===== src/hdl/lkvc_pkg.sv =====
// Shared types and constants for the LRU key-value cache.
package lkvc_pkg;

  localparam logic OP_GET = 1'b0;
  localparam logic OP_PUT = 1'b1;

  localparam int FIELD_W  = 32;
  localparam int CAP_W    = 5;
  localparam int CAP_RESET = 16;

  localparam logic REG_CAPACITY = 1'b0;

  typedef struct packed {
    logic                       op;
    logic signed [FIELD_W-1:0]  lookup_key;
    logic signed [FIELD_W-1:0]  write_value;
  } req_t;

  typedef struct packed {
    logic                       hit;
    logic signed [FIELD_W-1:0]  read_value;
  } rsp_t;

  typedef struct packed {
    logic load_req;
    logic lookup;
    logic update;
  } cmd_t;

endpackage


===== src/hdl/lru_key_value_cache.sv =====
// Top level of the fully associative LRU key-value cache with its APB register.
// A request is registered on acceptance, then looked up, then answered in the update step.
// The update step waits for a free result register; the next request may enter in it.
// The result register lets the next request enter while a result waits.
// Synchronous active-low reset clears all valid marks, the entry count and ranks.
// Reset sets the capacity register cap_r to 16; no clearing pass is needed.
module lru_key_value_cache #(
  parameter int MAX_ENTRIES = 16,
  parameter int KEY_WIDTH   = 32,
  parameter int VALUE_WIDTH = 32
) (
  input  logic            clk,
  input  logic            rst_n,
  input  logic            in_valid,
  output logic            in_ready,
  input  lkvc_pkg::req_t  in_data,
  output logic            out_valid,
  input  logic            out_ready,
  output lkvc_pkg::rsp_t  out_data,
  input  logic            psel,
  input  logic            penable,
  input  logic            pwrite,
  input  logic [2:0]      paddr,
  input  logic [31:0]     pwdata,
  output logic [31:0]     prdata,
  output logic            pready
);

  lkvc_pkg::cmd_t              cmd;
  logic [lkvc_pkg::CAP_W-1:0]  cap_r;
  logic                        reg_wr;

  assign pready = 1'b1;
  assign reg_wr = psel && penable && pwrite;

  always_ff @(posedge clk) begin
    if (!rst_n) begin
      cap_r <= lkvc_pkg::CAP_W'(lkvc_pkg::CAP_RESET);
    end else if (reg_wr && (paddr[2] == lkvc_pkg::REG_CAPACITY)) begin
      cap_r <= pwdata[lkvc_pkg::CAP_W-1:0];
    end
  end

  always_comb begin
    unique case (paddr[2])
      lkvc_pkg::REG_CAPACITY: prdata = {{(32 - lkvc_pkg::CAP_W){1'b0}}, cap_r};
      default:                prdata = '0;
    endcase
  end

  lkvc_ctrl u_ctrl (
    .clk       (clk),
    .rst_n     (rst_n),
    .in_valid  (in_valid),
    .in_ready  (in_ready),
    .out_valid (out_valid),
    .out_ready (out_ready),
    .cmd       (cmd)
  );

  lkvc_datapath #(
    .MAX_ENTRIES (MAX_ENTRIES),
    .KEY_WIDTH   (KEY_WIDTH),
    .VALUE_WIDTH (VALUE_WIDTH)
  ) u_datapath (
    .clk      (clk),
    .rst_n    (rst_n),
    .cmd      (cmd),
    .in_req   (in_data),
    .capacity (cap_r),
    .out_rsp  (out_data)
  );

endmodule


===== src/hdl/lkvc_ctrl.sv =====
// Request sequencer for the LRU key-value cache: handshakes and step commands.
module lkvc_ctrl (
  input  logic              clk,
  input  logic              rst_n,
  input  logic              in_valid,
  output logic              in_ready,
  output logic              out_valid,
  input  logic              out_ready,
  output lkvc_pkg::cmd_t    cmd
);

  localparam logic [1:0] ST_IDLE   = 2'd0;
  localparam logic [1:0] ST_LOOKUP = 2'd1;
  localparam logic [1:0] ST_UPDATE = 2'd2;

  logic [1:0] state_r;
  logic [1:0] state_nxt;
  logic       out_valid_r;
  logic       out_valid_nxt;
  logic       out_free;
  logic       in_fire;

  assign out_free  = !out_valid_r || out_ready;
  assign in_ready  = (state_r == ST_IDLE) || ((state_r == ST_UPDATE) && out_free);
  assign in_fire   = in_valid && in_ready;
  assign out_valid = out_valid_r;

  always_comb begin
    state_nxt      = state_r;
    out_valid_nxt  = out_valid_r && !out_ready;
    cmd.load_req   = in_fire;
    cmd.lookup     = 1'b0;
    cmd.update     = 1'b0;
    unique case (state_r)
      ST_IDLE: begin
        if (in_fire) begin
          state_nxt = ST_LOOKUP;
        end
      end
      ST_LOOKUP: begin
        cmd.lookup = 1'b1;
        state_nxt  = ST_UPDATE;
      end
      ST_UPDATE: begin
        if (out_free) begin
          cmd.update    = 1'b1;
          out_valid_nxt = 1'b1;
          state_nxt     = in_fire ? ST_LOOKUP : ST_IDLE;
        end
      end
      default: begin
        state_nxt = ST_IDLE;
      end
    endcase
  end

  always_ff @(posedge clk) begin
    if (!rst_n) begin
      state_r     <= ST_IDLE;
      out_valid_r <= 1'b0;
    end else begin
      state_r     <= state_nxt;
      out_valid_r <= out_valid_nxt;
    end
  end

endmodule


===== src/hdl/lkvc_datapath.sv =====
// Entry storage, parallel key match and recency-rank update for the LRU cache.
module lkvc_datapath #(
  parameter int MAX_ENTRIES = 16,
  parameter int KEY_WIDTH   = 32,
  parameter int VALUE_WIDTH = 32
) (
  input  logic                          clk,
  input  logic                          rst_n,
  input  lkvc_pkg::cmd_t                cmd,
  input  lkvc_pkg::req_t                in_req,
  input  logic [lkvc_pkg::CAP_W-1:0]    capacity,
  output lkvc_pkg::rsp_t                out_rsp
);

  localparam int IW    = (MAX_ENTRIES > 1) ? $clog2(MAX_ENTRIES) : 1;
  localparam int CNT_W = $clog2(MAX_ENTRIES + 1);
  localparam int CMP_W = (CNT_W > lkvc_pkg::CAP_W) ? CNT_W : lkvc_pkg::CAP_W;
  localparam int FW    = lkvc_pkg::FIELD_W;

  lkvc_pkg::req_t         req_r;
  lkvc_pkg::rsp_t         rsp_r;
  logic [KEY_WIDTH-1:0]   keys_r   [MAX_ENTRIES];
  logic [VALUE_WIDTH-1:0] vals_r   [MAX_ENTRIES];
  logic [IW-1:0]          rank_r   [MAX_ENTRIES];
  logic [IW-1:0]          rank_nxt [MAX_ENTRIES];
  logic [MAX_ENTRIES-1:0] valid_r;
  logic [MAX_ENTRIES-1:0] valid_nxt;
  logic [CNT_W-1:0]       count_r;
  logic [CNT_W-1:0]       count_nxt;

  logic                   lk_hit_r;
  logic [IW-1:0]          lk_idx_r;
  logic [IW-1:0]          lk_rank_r;
  logic                   lk_full_r;
  logic [IW-1:0]          lk_vic_r;
  logic [VALUE_WIDTH-1:0] lk_val_r;

  logic                   hit_c;
  logic [IW-1:0]          idx_c;
  logic [IW-1:0]          rank_c;
  logic [IW-1:0]          vic_c;
  logic [VALUE_WIDTH-1:0] val_c;
  logic [CMP_W-1:0]       cap_c;
  logic                   full_c;

  logic [KEY_WIDTH+FW-1:0]   key_ext;
  logic [VALUE_WIDTH+FW-1:0] wval_ext;
  logic [KEY_WIDTH-1:0]      key_c;
  logic [VALUE_WIDTH-1:0]    wval_c;
  logic [FW+VALUE_WIDTH-1:0] rval_ext;
  logic [FW+VALUE_WIDTH-1:0] miss_ext;

  logic                   insert;
  logic                   promote;
  logic [IW-1:0]          slot;
  logic [CNT_W-1:0]       old_rank;
  logic [CNT_W-1:0]       last_rank;

  assign key_ext  = {{KEY_WIDTH{1'b0}}, req_r.lookup_key};
  assign wval_ext = {{VALUE_WIDTH{1'b0}}, req_r.write_value};
  assign key_c    = key_ext[KEY_WIDTH-1:0];
  assign wval_c   = wval_ext[VALUE_WIDTH-1:0];
  assign rval_ext = {{FW{1'b0}}, lk_val_r};
  assign miss_ext = {{FW{1'b0}}, {VALUE_WIDTH{1'b1}}};
  assign last_rank = count_r - 1'b1;

  // Lookup: keys are unique among valid entries, so matches are one-hot.
  always_comb begin
    hit_c  = 1'b0;
    idx_c  = '0;
    rank_c = '0;
    vic_c  = '0;
    val_c  = '0;
    for (int i = 0; i < MAX_ENTRIES; i++) begin
      if (valid_r[i] && (keys_r[i] == key_c)) begin
        hit_c  = 1'b1;
        idx_c  = idx_c | IW'(i);
        rank_c = rank_c | rank_r[i];
        val_c  = val_c | vals_r[i];
      end
      if (valid_r[i] && (CNT_W'(rank_r[i]) == last_rank)) begin
        vic_c = vic_c | IW'(i);
      end
    end
    cap_c = CMP_W'(capacity);
    if (cap_c == '0) begin
      cap_c = CMP_W'(1);
    end else if (cap_c > CMP_W'(MAX_ENTRIES)) begin
      cap_c = CMP_W'(MAX_ENTRIES);
    end
    full_c = (CMP_W'(count_r) >= cap_c);
  end

  // Update: valid slots are always 0..count-1, so a free slot is at count.
  always_comb begin
    insert   = (req_r.op == lkvc_pkg::OP_PUT) && !lk_hit_r;
    promote  = lk_hit_r || insert;
    slot     = lk_hit_r ? lk_idx_r : (lk_full_r ? lk_vic_r : count_r[IW-1:0]);
    old_rank = lk_hit_r ? CNT_W'(lk_rank_r) : (lk_full_r ? last_rank : count_r);
    valid_nxt = valid_r;
    count_nxt = count_r;
    for (int i = 0; i < MAX_ENTRIES; i++) begin
      rank_nxt[i] = rank_r[i];
      if (promote) begin
        if (IW'(i) == slot) begin
          rank_nxt[i] = '0;
        end else if (valid_r[i] && (CNT_W'(rank_r[i]) < old_rank)) begin
          rank_nxt[i] = rank_r[i] + 1'b1;
        end
      end
    end
    if (insert) begin
      valid_nxt[slot] = 1'b1;
      if (!lk_full_r) begin
        count_nxt = count_r + 1'b1;
      end
    end
  end

  always_ff @(posedge clk) begin
    if (!rst_n) begin
      valid_r <= '0;
      count_r <= '0;
      for (int i = 0; i < MAX_ENTRIES; i++) begin
        rank_r[i] <= '0;
      end
    end else if (cmd.update) begin
      valid_r <= valid_nxt;
      count_r <= count_nxt;
      for (int i = 0; i < MAX_ENTRIES; i++) begin
        rank_r[i] <= rank_nxt[i];
      end
    end
  end

  always_ff @(posedge clk) begin
    if (cmd.load_req) begin
      req_r <= in_req;
    end
    if (cmd.lookup) begin
      lk_hit_r  <= hit_c;
      lk_idx_r  <= idx_c;
      lk_rank_r <= rank_c;
      lk_full_r <= full_c;
      lk_vic_r  <= vic_c;
      lk_val_r  <= val_c;
    end
    if (cmd.update) begin
      if (req_r.op == lkvc_pkg::OP_PUT) begin
        if (insert) begin
          keys_r[slot] <= key_c;
        end
        vals_r[slot] <= wval_c;
      end
      rsp_r.hit <= lk_hit_r;
      if (req_r.op == lkvc_pkg::OP_PUT) begin
        rsp_r.read_value <= '0;
      end else if (lk_hit_r) begin
        rsp_r.read_value <= rval_ext[FW-1:0];
      end else begin
        rsp_r.read_value <= miss_ext[FW-1:0];
      end
    end
  end

  assign out_rsp = rsp_r;

endmodule

===== config.mk =====
export PLATFORM = sky130hd
export DESIGN_NAME = lru_key_value_cache
export DESIGN_NICKNAME = d
export VERILOG_FILES = /design/src/hdl/lkvc_pkg.sv /design/src/hdl/lru_key_value_cache.sv /design/src/hdl/lkvc_ctrl.sv /design/src/hdl/lkvc_datapath.sv
export SDC_FILE = /design/constraint.sdc
export NUM_CORES = 2
export LEC_CHECK = 0
export ABC_AREA = 1
export BUFFER_PORTS_ARGS = -buffer_cell sky130_fd_sc_hd__buf_4
export CAP_MARGIN = 20
export CORE_MARGIN = 8
export CORE_UTILIZATION = 55
export DETAILED_ROUTE_END_ITERATION = 12
export MAX_ROUTING_LAYER = met4
export PLACE_DENSITY = 0.72
export SLEW_MARGIN = 30
export SYNTH_ARGS = -nofsm -noshare
export SYNTH_HDL_FRONTEND = slang
export SYNTH_SLANG_ARGS = --single-unit

===== constraint.sdc =====
create_clock -name clk -period 5 [get_ports clk]
set_input_delay 0.75 -clock clk [delete_from_list [all_inputs] [get_ports clk]]
set_output_delay 0.75 -clock clk [all_outputs]
set_load 0.005 [all_outputs]

# Word level (Yosys, flattened, before mapping)
# Memory sizes are Yosys's and may differ from the RTL's.
# Cells that the tools add are included.
# W data, S select, Z words.
classes:
  n_addsub: 18
  n_lt_le_gt_ge: 20
  n_eq_ne: 50
  n_mux: 153
  bitwise: 49
  reduce_logical: 74
op_table:
  columns: ["operator", "n"]
  rows:
  - ["$mux W32", 17]
  - ["$eq A32 B32 Y1", 16]
  - ["$or A32 B32 Y32", 15]
  - ["$mux W4", 94]
  - ["$lt A4 B5 Y1", 16]
  - ["$eq A4 B5 Y1", 15]
  - ["$add A4 B1 Y4 const B", 16]
  - ["$or A4 B4 Y4", 15]
  - ["$logic_and A1 B1 Y1", 55]
  - ["$eq A4 B4 Y1 const A", 8]
  - ["$mux W5", 5]
  - ["$mux W3", 8]
  - ["$mux W1", 21]
  - ["$eq A3 B4 Y1 const A", 4]
  - ["$or A1 B1 Y1", 16]
  - ["$or A16 B16 Y16", 1]
  - ["$reduce_or A8 Y1", 2]
  - ["$reduce_or A15 Y1", 1]
  - ["$mux W2", 6]
  - ["$eq A2 B4 Y1 const A", 2]
  - ["$reduce_or A4 Y1", 2]
  - ["$pmux W2 S3", 1]
  - ["$add A5 B1 Y5 const B", 1]
  - ["$ge A5 B5 Y1", 1]
  - ["18 further kinds", 26]
totals:
  regBits: 173
  mem_bits_rw: 1088
  input_bits: 107
  out_inout_bits: 68
  elab_cells: 389
  mem_count: 3
mem_list:
  columns: ["memory", "depth", "word_bits", "rd", "rd_clocked_by_memory_dff", "write_ports", "line_no", "text"]
  rows:
  - ["u_datapath.keys_r", 16, 32, 16, 0, 1, "lkvc_datapath.sv:22", "logic [KEY_WIDTH-1:0] keys_r [MAX_ENTRIES];"]
  - ["u_datapath.vals_r", 16, 32, 16, 0, 1, "lkvc_datapath.sv:23", "logic [VALUE_WIDTH-1:0] vals_r [MAX_ENTRIES];"]
  - ["u_datapath.rank_r", 16, 4, 16, 0, 16, "lkvc_datapath.sv:24", "logic [IW-1:0] rank_r [MAX_ENTRIES];"]

# Logic depth before layout (Yosys ltp)
# An unclocked memory read counts as a cell.
logic_depth:
  ltp_word: 34
  mapped_depth: 17
  mapped_depth_nobuf: 14

# Hierarchy
# A second synthesis with hierarchy kept.
hier_totals:
  hier_cells: 5410
  hier_area_um2: 57475.1
by_module_without_submodules:
  columns: ["module", "instances", "cells_each", "area_per_inst_um2", "seq_area_each_um2"]
  rows:
  - ["lkvc_datapath", 1, 5311, 56823.2, 37415.9]
  - ["lru_key_value_cache", 1, 75, 488.0, 100.1]
  - ["lkvc_ctrl", 1, 24, 163.9, 60.1]

# Worst setup path after synthesis
# OpenSTA, ideal clock, no wires.
synth_timing:
  kind: "input port to flip-flop"
  from: "input port out_ready"
  to: "register u_datapath.req_r, in the netlist u_datapath.key_c[0] (enable)"
  setup_time_ns: 0.488
  t_arrival_ns: 3.826
  required_ns: 4.512
  path_slack_ns: 0.686
  path_stages: 4
  path_buffers: 0
  path_cell_list: "nor2_1 a21oi_1 inv_1 nor2_1"
synth_lines:
  columns: ["element", "line_no", "text"]
  rows:
  - ["start: declaration", "lru_key_value_cache.sv:18", "input logic out_ready,"]
  - ["end signal: assignment", "lkvc_datapath.sv:138", "req_r <= in_req;"]
  - ["end: declaration", "lkvc_datapath.sv:20", "lkvc_pkg::req_t req_r;"]

# Worst setup path after layout
layout_timing:
  from: "register u_datapath.req_r, in the netlist u_datapath.key_c[15]"
  to: "register u_datapath.lk_val_r[24], data pin"
layout_via:
  elab_chain_cells: 33
  word_cells_on_any_way: 63
  classes_between: "16 x eq/ne; 16 x mux; 15 x bitwise; 16 x reduce/logical"
layout_rtl:
  columns: ["element", "line_no", "text"]
  rows:
  - ["$eq A32 B32 Y1", "lkvc_datapath.sv:75", "if (valid_r[i] && (keys_r[i] == key_c)) begin"]
  - ["$logic_and A1 B1 Y1", "lkvc_datapath.sv:75", null]
  - ["$mux W32", "lkvc_datapath.sv:75", null]
  - ["$or A32 B32 Y32", "lkvc_datapath.sv:79", "val_c = val_c | vals_r[i];"]
  - ["$mux W32", "lkvc_datapath.sv:75", null]
  - ["$or A32 B32 Y32", "lkvc_datapath.sv:79", null]
  - ["$mux W32", "lkvc_datapath.sv:75", null]
  - ["$or A32 B32 Y32", "lkvc_datapath.sv:79", null]
  - ["(+18 left out)", null, null]
  - ["$mux W32", "lkvc_datapath.sv:75", null]
  - ["$or A32 B32 Y32", "lkvc_datapath.sv:79", null]
  - ["$mux W32", "lkvc_datapath.sv:75", null]
  - ["$or A32 B32 Y32", "lkvc_datapath.sv:79", null]
  - ["$mux W32", "lkvc_datapath.sv:75", null]
  - ["$or A32 B32 Y32", "lkvc_datapath.sv:79", null]
  - ["$mux W32 (*)", "lkvc_datapath.sv:75", null]
  - ["named net u_datapath.val_c[24]", "lkvc_datapath.sv:42", "logic [VALUE_WIDTH-1:0] val_c;"]
  - ["end signal: assignment", "lkvc_datapath.sv:146", "lk_val_r <= val_c;"]
  - ["end: declaration", "lkvc_datapath.sv:36", "logic [VALUE_WIDTH-1:0] lk_val_r;"]
# Mark *: on every way through the listed nets, which the timed path passes. The rest lies on a longest branch.
# A chain may end at the register's enable or synchronous reset.

==> impl_table.tex <==
\begin{tabular}{lr}
\hline
Metric & Value \\
\hline
\multicolumn{2}{l}{\textbf{Outcome}} \\
Status & complete, no violations \\
\multicolumn{2}{l}{\textbf{Clock network}} \\
Post-cts hold buffer count & 0 \\
Post-CTS Resized & 0 \\
Clk Latency, worst-skew pair & 0.75 ns \\
Post-CTS repair timing setup buffer count & 0 \\
\# H-tree levels & 4 \\
TritonCTS clock tree & yes \\
Number of CTS-inserted buffers & 131 \\
Cell at the root of the clock tree & sky130\_fd\_sc\_hd\_\_clkbuf\_16 \\
Maximum buffer depth of the clock tree & 3 \\
Clock-pin slew on the worst setup and hold paths & 0.06 ns \\
Sinks on Clock Net & 1261 \\
\multicolumn{2}{l}{\textbf{Detailed routing}} \\
Wirelength per Cell & 23.3 um \\
Count of vias placed by the detailed router & 40689 \\
Wire length after detailed routing & 164000 um \\
Number of remaining DRC errors & 0 \\
TritonRoute pass-1 iters & 6 \\
Routed vias/inst & 5.77 \\
Initial DRC count & 5430 \\
Number of nets with antenna violations after detailed routing & 0 \\
\multicolumn{2}{l}{\textbf{Min path}} \\
Critical hold path startpoint & in\_data[41] \\
End of the worst hold path & u\_datapath.key\_c[9] \\
Hold/Removal Path Class & primary input to flop \\
Worst hold path depth & 1 \\
\multicolumn{2}{l}{\textbf{Global route}} \\
Remaining global-route overflow & 0 \\
Busiest layer in global routing & met2 \\
Via count of the first global-routing pass & 39144 \\
Antenna violations before repair & 1 \\
All-layer global routing usage & 28.6\% \\
First-pass GRT wire length & 241000 um \\
Met1 usage & 37.6\% \\
Met3 global-route usage & 6.67\% \\
Met2 track utilization from global routing & 43.1\% \\
Maximum number of pins on one net before global-route repair & 49 \\
\multicolumn{2}{l}{\textbf{Final layout}} \\
Area growth from synthesis to layout & 11.8\% \\
Post-Layout Inst Area & 0.0640 sq mm \\
Number of antenna repair diodes & 0 \\
Number of fill cells & 8104 \\
Final Instance Count excl. Fillers & 7052 \\
Nets & 5746 \\
Fraction of layout cells with a size suffix above 1 & 9.56\% \\
Share of the core filled with cells in the final layout & 61.9\% \\
\multicolumn{2}{l}{\textbf{Worst setup path}} \\
Data arrival at the endpoint of the critical path & 4.25 ns \\
FF-to-FF path depth & 15 \\
Max Fanout on Critical Path & 21 \\
Critical path origin & u\_datapath.key\_c[15] \\
Endpoint required time on the critical path & 5.57 ns \\
Reg2Reg Setup Slack & 1.32 ns \\
Startpoint of the most critical register-to-register path & u\_datapath.key\_c[15] \\
Kind of capture point of the worst setup path & flop \\
Startpoint class of the critical path & flop \\
Destination of the worst register-to-register timing path & u\_datapath.lk\_val\_r[24] \\
Critical path class & flop to flop \\
\multicolumn{2}{l}{\textbf{Synth}} \\
Total standard cell area after synthesis & 0.0572 sq mm \\
Top area cells in the synthesized netlist & sky130\_fd\_sc\_hd\_\_edfxtp\_1 65\%, sky130\_fd\_sc\_hd\_\_nand2\_1 8.6\%, sky130\_fd\_sc\_hd\_\_nand3\_1 5.4\% \\
Synthesis-stage register bit count & 1261 \\
Cell with the most instances after synthesis & sky130\_fd\_sc\_hd\_\_nand2\_1 \\
Area fraction of the dominant cell type after synthesis & 64.7\% \\
Async set or reset register ratio after synthesis & 0\% \\
Number of enable-type register cells in the synthesized netlist & 1232 \\
Number of distinct library cells after synthesis & 46 \\
Post-Synthesis Mean Instance Area & 10.6 sq um \\
Top cell types by occurrence after synthesis & 1317 x sky130\_fd\_sc\_hd\_\_nand2\_1, 1232 x sky130\_fd\_sc\_hd\_\_edfxtp\_1, 620 x sky130\_fd\_sc\_hd\_\_nand3\_1 \\
Syn. warnings & 0 \\
Cell type with the largest total area after synthesis & sky130\_fd\_sc\_hd\_\_edfxtp\_1 \\
Main flop type after synthesis & sky130\_fd\_sc\_hd\_\_edfxtp\_1 \\
Share of synthesized area occupied by flip-flops and latches & 65.7\% \\
Number of instances in the synthesized netlist & 5386 \\
\multicolumn{2}{l}{\textbf{Die}} \\
Chip height & 338 um \\
Count of boundary I/O pins & 175 \\
Starting density of the core & 55.3\% \\
Die footprint & 0.115 sq mm \\
Area of the core & 0.103 sq mm \\
Width of the die & 338 um \\
FP Rows & 118 \\
\multicolumn{2}{l}{\textbf{Timing}} \\
Transition time at the pin with the least slew margin & 1.01 ns \\
Final period demand of the worst path & 3.68 ns \\
Final setup slack of the worst path & 1.32 ns \\
Total count of hold-check failures in the final report & 0 \\
Worst slew margin relative to its limit & 32.3\% \\
Max Fclk & 271 MHz \\
Max-slew violations & 0 \\
Final worst path period share & 73.7\% \\
Total negative slack & 0 ns \\
Final worst clock skew & 0.0298 ns \\
Number of setup violations in the final report & 0 \\
Setup repair after global routing missed its margin & no \\
\multicolumn{2}{l}{\textbf{Place}} \\
Count of placed standard cells including taps & 6812 \\
Number of port buffers & 117 \\
Cell area reported after detailed placement & 0.0597 sq mm \\
Detailed Place HPWL & 96500 um \\
Setup slack at placement & 1.55 ns \\
Weighted congestion at the end of routability-driven global placement & 0.899 \\
\multicolumn{2}{l}{\textbf{Job}} \\
Number of max-capacitance violations reported & 0 \\
\multicolumn{2}{l}{\textbf{Power and ir drop}} \\
Power density over the cells & 352 mW/mm\^{}2 \\
IR Drop Worst-Case VDD & 0.293 mV \\
Standby leakage power & 25.1 nW \\
\hline
\end{tabular}
==> power by group <==
| group | total [mW] | leakage [nW] | switching, mW | internal (mW) |
|---|---|---|---|---|
| Clock | 9.64 | 2.06 | 4.05 | 5.58 |
| Sequential | 11.9 | 11.5 | 0.158 | 11.7 |
| Combinational | 0.986 | 11.6 | 0.695 | 0.291 |
| Total | 22.5 | 25.1 | 4.91 | 17.6 |
==> routing by layer <==
layer	routed length, um	share of wire (%)
met1	62800	38
met2	73900	45
met3	20800	13
met4	6610	4.0
met5	0	0
==> worst max-delay path by stage <==
stage	depth (start not counted)	end	slack, ns
after CTS	10	u_datapath.vals_r[4][3]	1.52
final	15	u_datapath.lk_val_r[24]	1.32
after global placement	15	u_datapath.lk_val_r[23]	1.57
after global routing	15	u_datapath.lk_val_r[24]	1.17
after detailed placement	10	u_datapath.vals_r[4][11]	1.55
after floorplan	4	u_datapath.key_c[0]	0.69
==> through the flow <==
step                hold WS, ns  power [mW]
floorplan                 0.421        12.6
global placement          0.485        13.0
detailed placement        0.489        13.1
CTS                       0.149        22.5
global route              0.170        23.1
finish                    0.189        22.5
==> layout make-up <==
cell class,instances,area (sq um),share of cell area [%]
flip-flops and latches,1261,37600,58.8
repair buffers,255,2010,3.15
multi-input cells,3286,16100,25.1
inverters,633,2380,3.72
clock buffers,160,3440,5.38
clock inverters,77,761,1.19
well taps,1380,1730,2.70
==> sequential cells by signal (all words and copies together) (netlist names) <==
name,count
u_datapath.rank_r,64
u_datapath.count_r,5
u_datapath.out_rsp,33
u_datapath.wval_c,32
u_datapath.lk_full_r,1
u_datapath.lk_rank_r,4
cap_r,5
u_datapath.keys_r,512
u_datapath.req_r,1
u_datapath.key_c,32
u_ctrl.state_r,2
u_datapath.lk_val_r,32
u_datapath.lk_idx_r,4
u_datapath.lk_hit_r,1
u_datapath.valid_r,16
u_datapath.lk_vic_r,4
u_ctrl.out_valid,1
u_datapath.vals_r,512
==> logic make-up (layout without fill, tap and decap cells) <==
family,count (synthesis),count (layout),synth area share [%]
compound gates,376,376,3.60
xor+xnor,197,197,3.03
fa+ha+maj,71,71,1.55
buf+inv,865,1125,6.70
flops,1261,1261,65.7
other cells,2,28,0.0131
simple gates,2614,2614,19.4
==> worst max-delay path, stage by stage, from the launching register on <==
cell and delay, ns:
sky130_fd_sc_hd__edfxtp_1 0.34, sky130_fd_sc_hd__clkinv_1 0.77, sky130_fd_sc_hd__nand2_1 0.24, sky130_fd_sc_hd__nand2_1 0.07
sky130_fd_sc_hd__inv_1 0.05, sky130_fd_sc_hd__nand2_1 0.07, sky130_fd_sc_hd__nor2_1 0.16, sky130_fd_sc_hd__nand2_1 0.11
sky130_fd_sc_hd__nor2_4 0.72, sky130_fd_sc_hd__buf_4 0.44, sky130_fd_sc_hd__nand4_1 0.14, sky130_fd_sc_hd__nand2_1 0.12
sky130_fd_sc_hd__inv_1 0.04, sky130_fd_sc_hd__nand2_1 0.06, sky130_fd_sc_hd__nor2_1 0.04, sky130_fd_sc_hd__nand2_1 0.11
==> cell usage in the layout, fill, tap and decap left out, drive strengths merged, types with 2 or more instances in the layout <==
cell type / instances
a2111oi: 7
a211oi: 6
a21o: 16
a21oi: 62
a2bb2oi: 2
and2: 2
buf: 255
bufinv: 13
clkbuf: 160
clkinv: 59
conb: 28
dfxtp: 29
edfxtp: 1232
ha: 71
inv: 637
nand2: 1317
nand3: 620
nand3b: 3
nand4: 86
nor2: 548
nor3: 31
o211ai: 3
o21a: 7
o21ai: 229
o21bai: 2
o22ai: 40
or2: 4
xnor2: 149
xor2: 48
(Power assumes the default switching activity.)
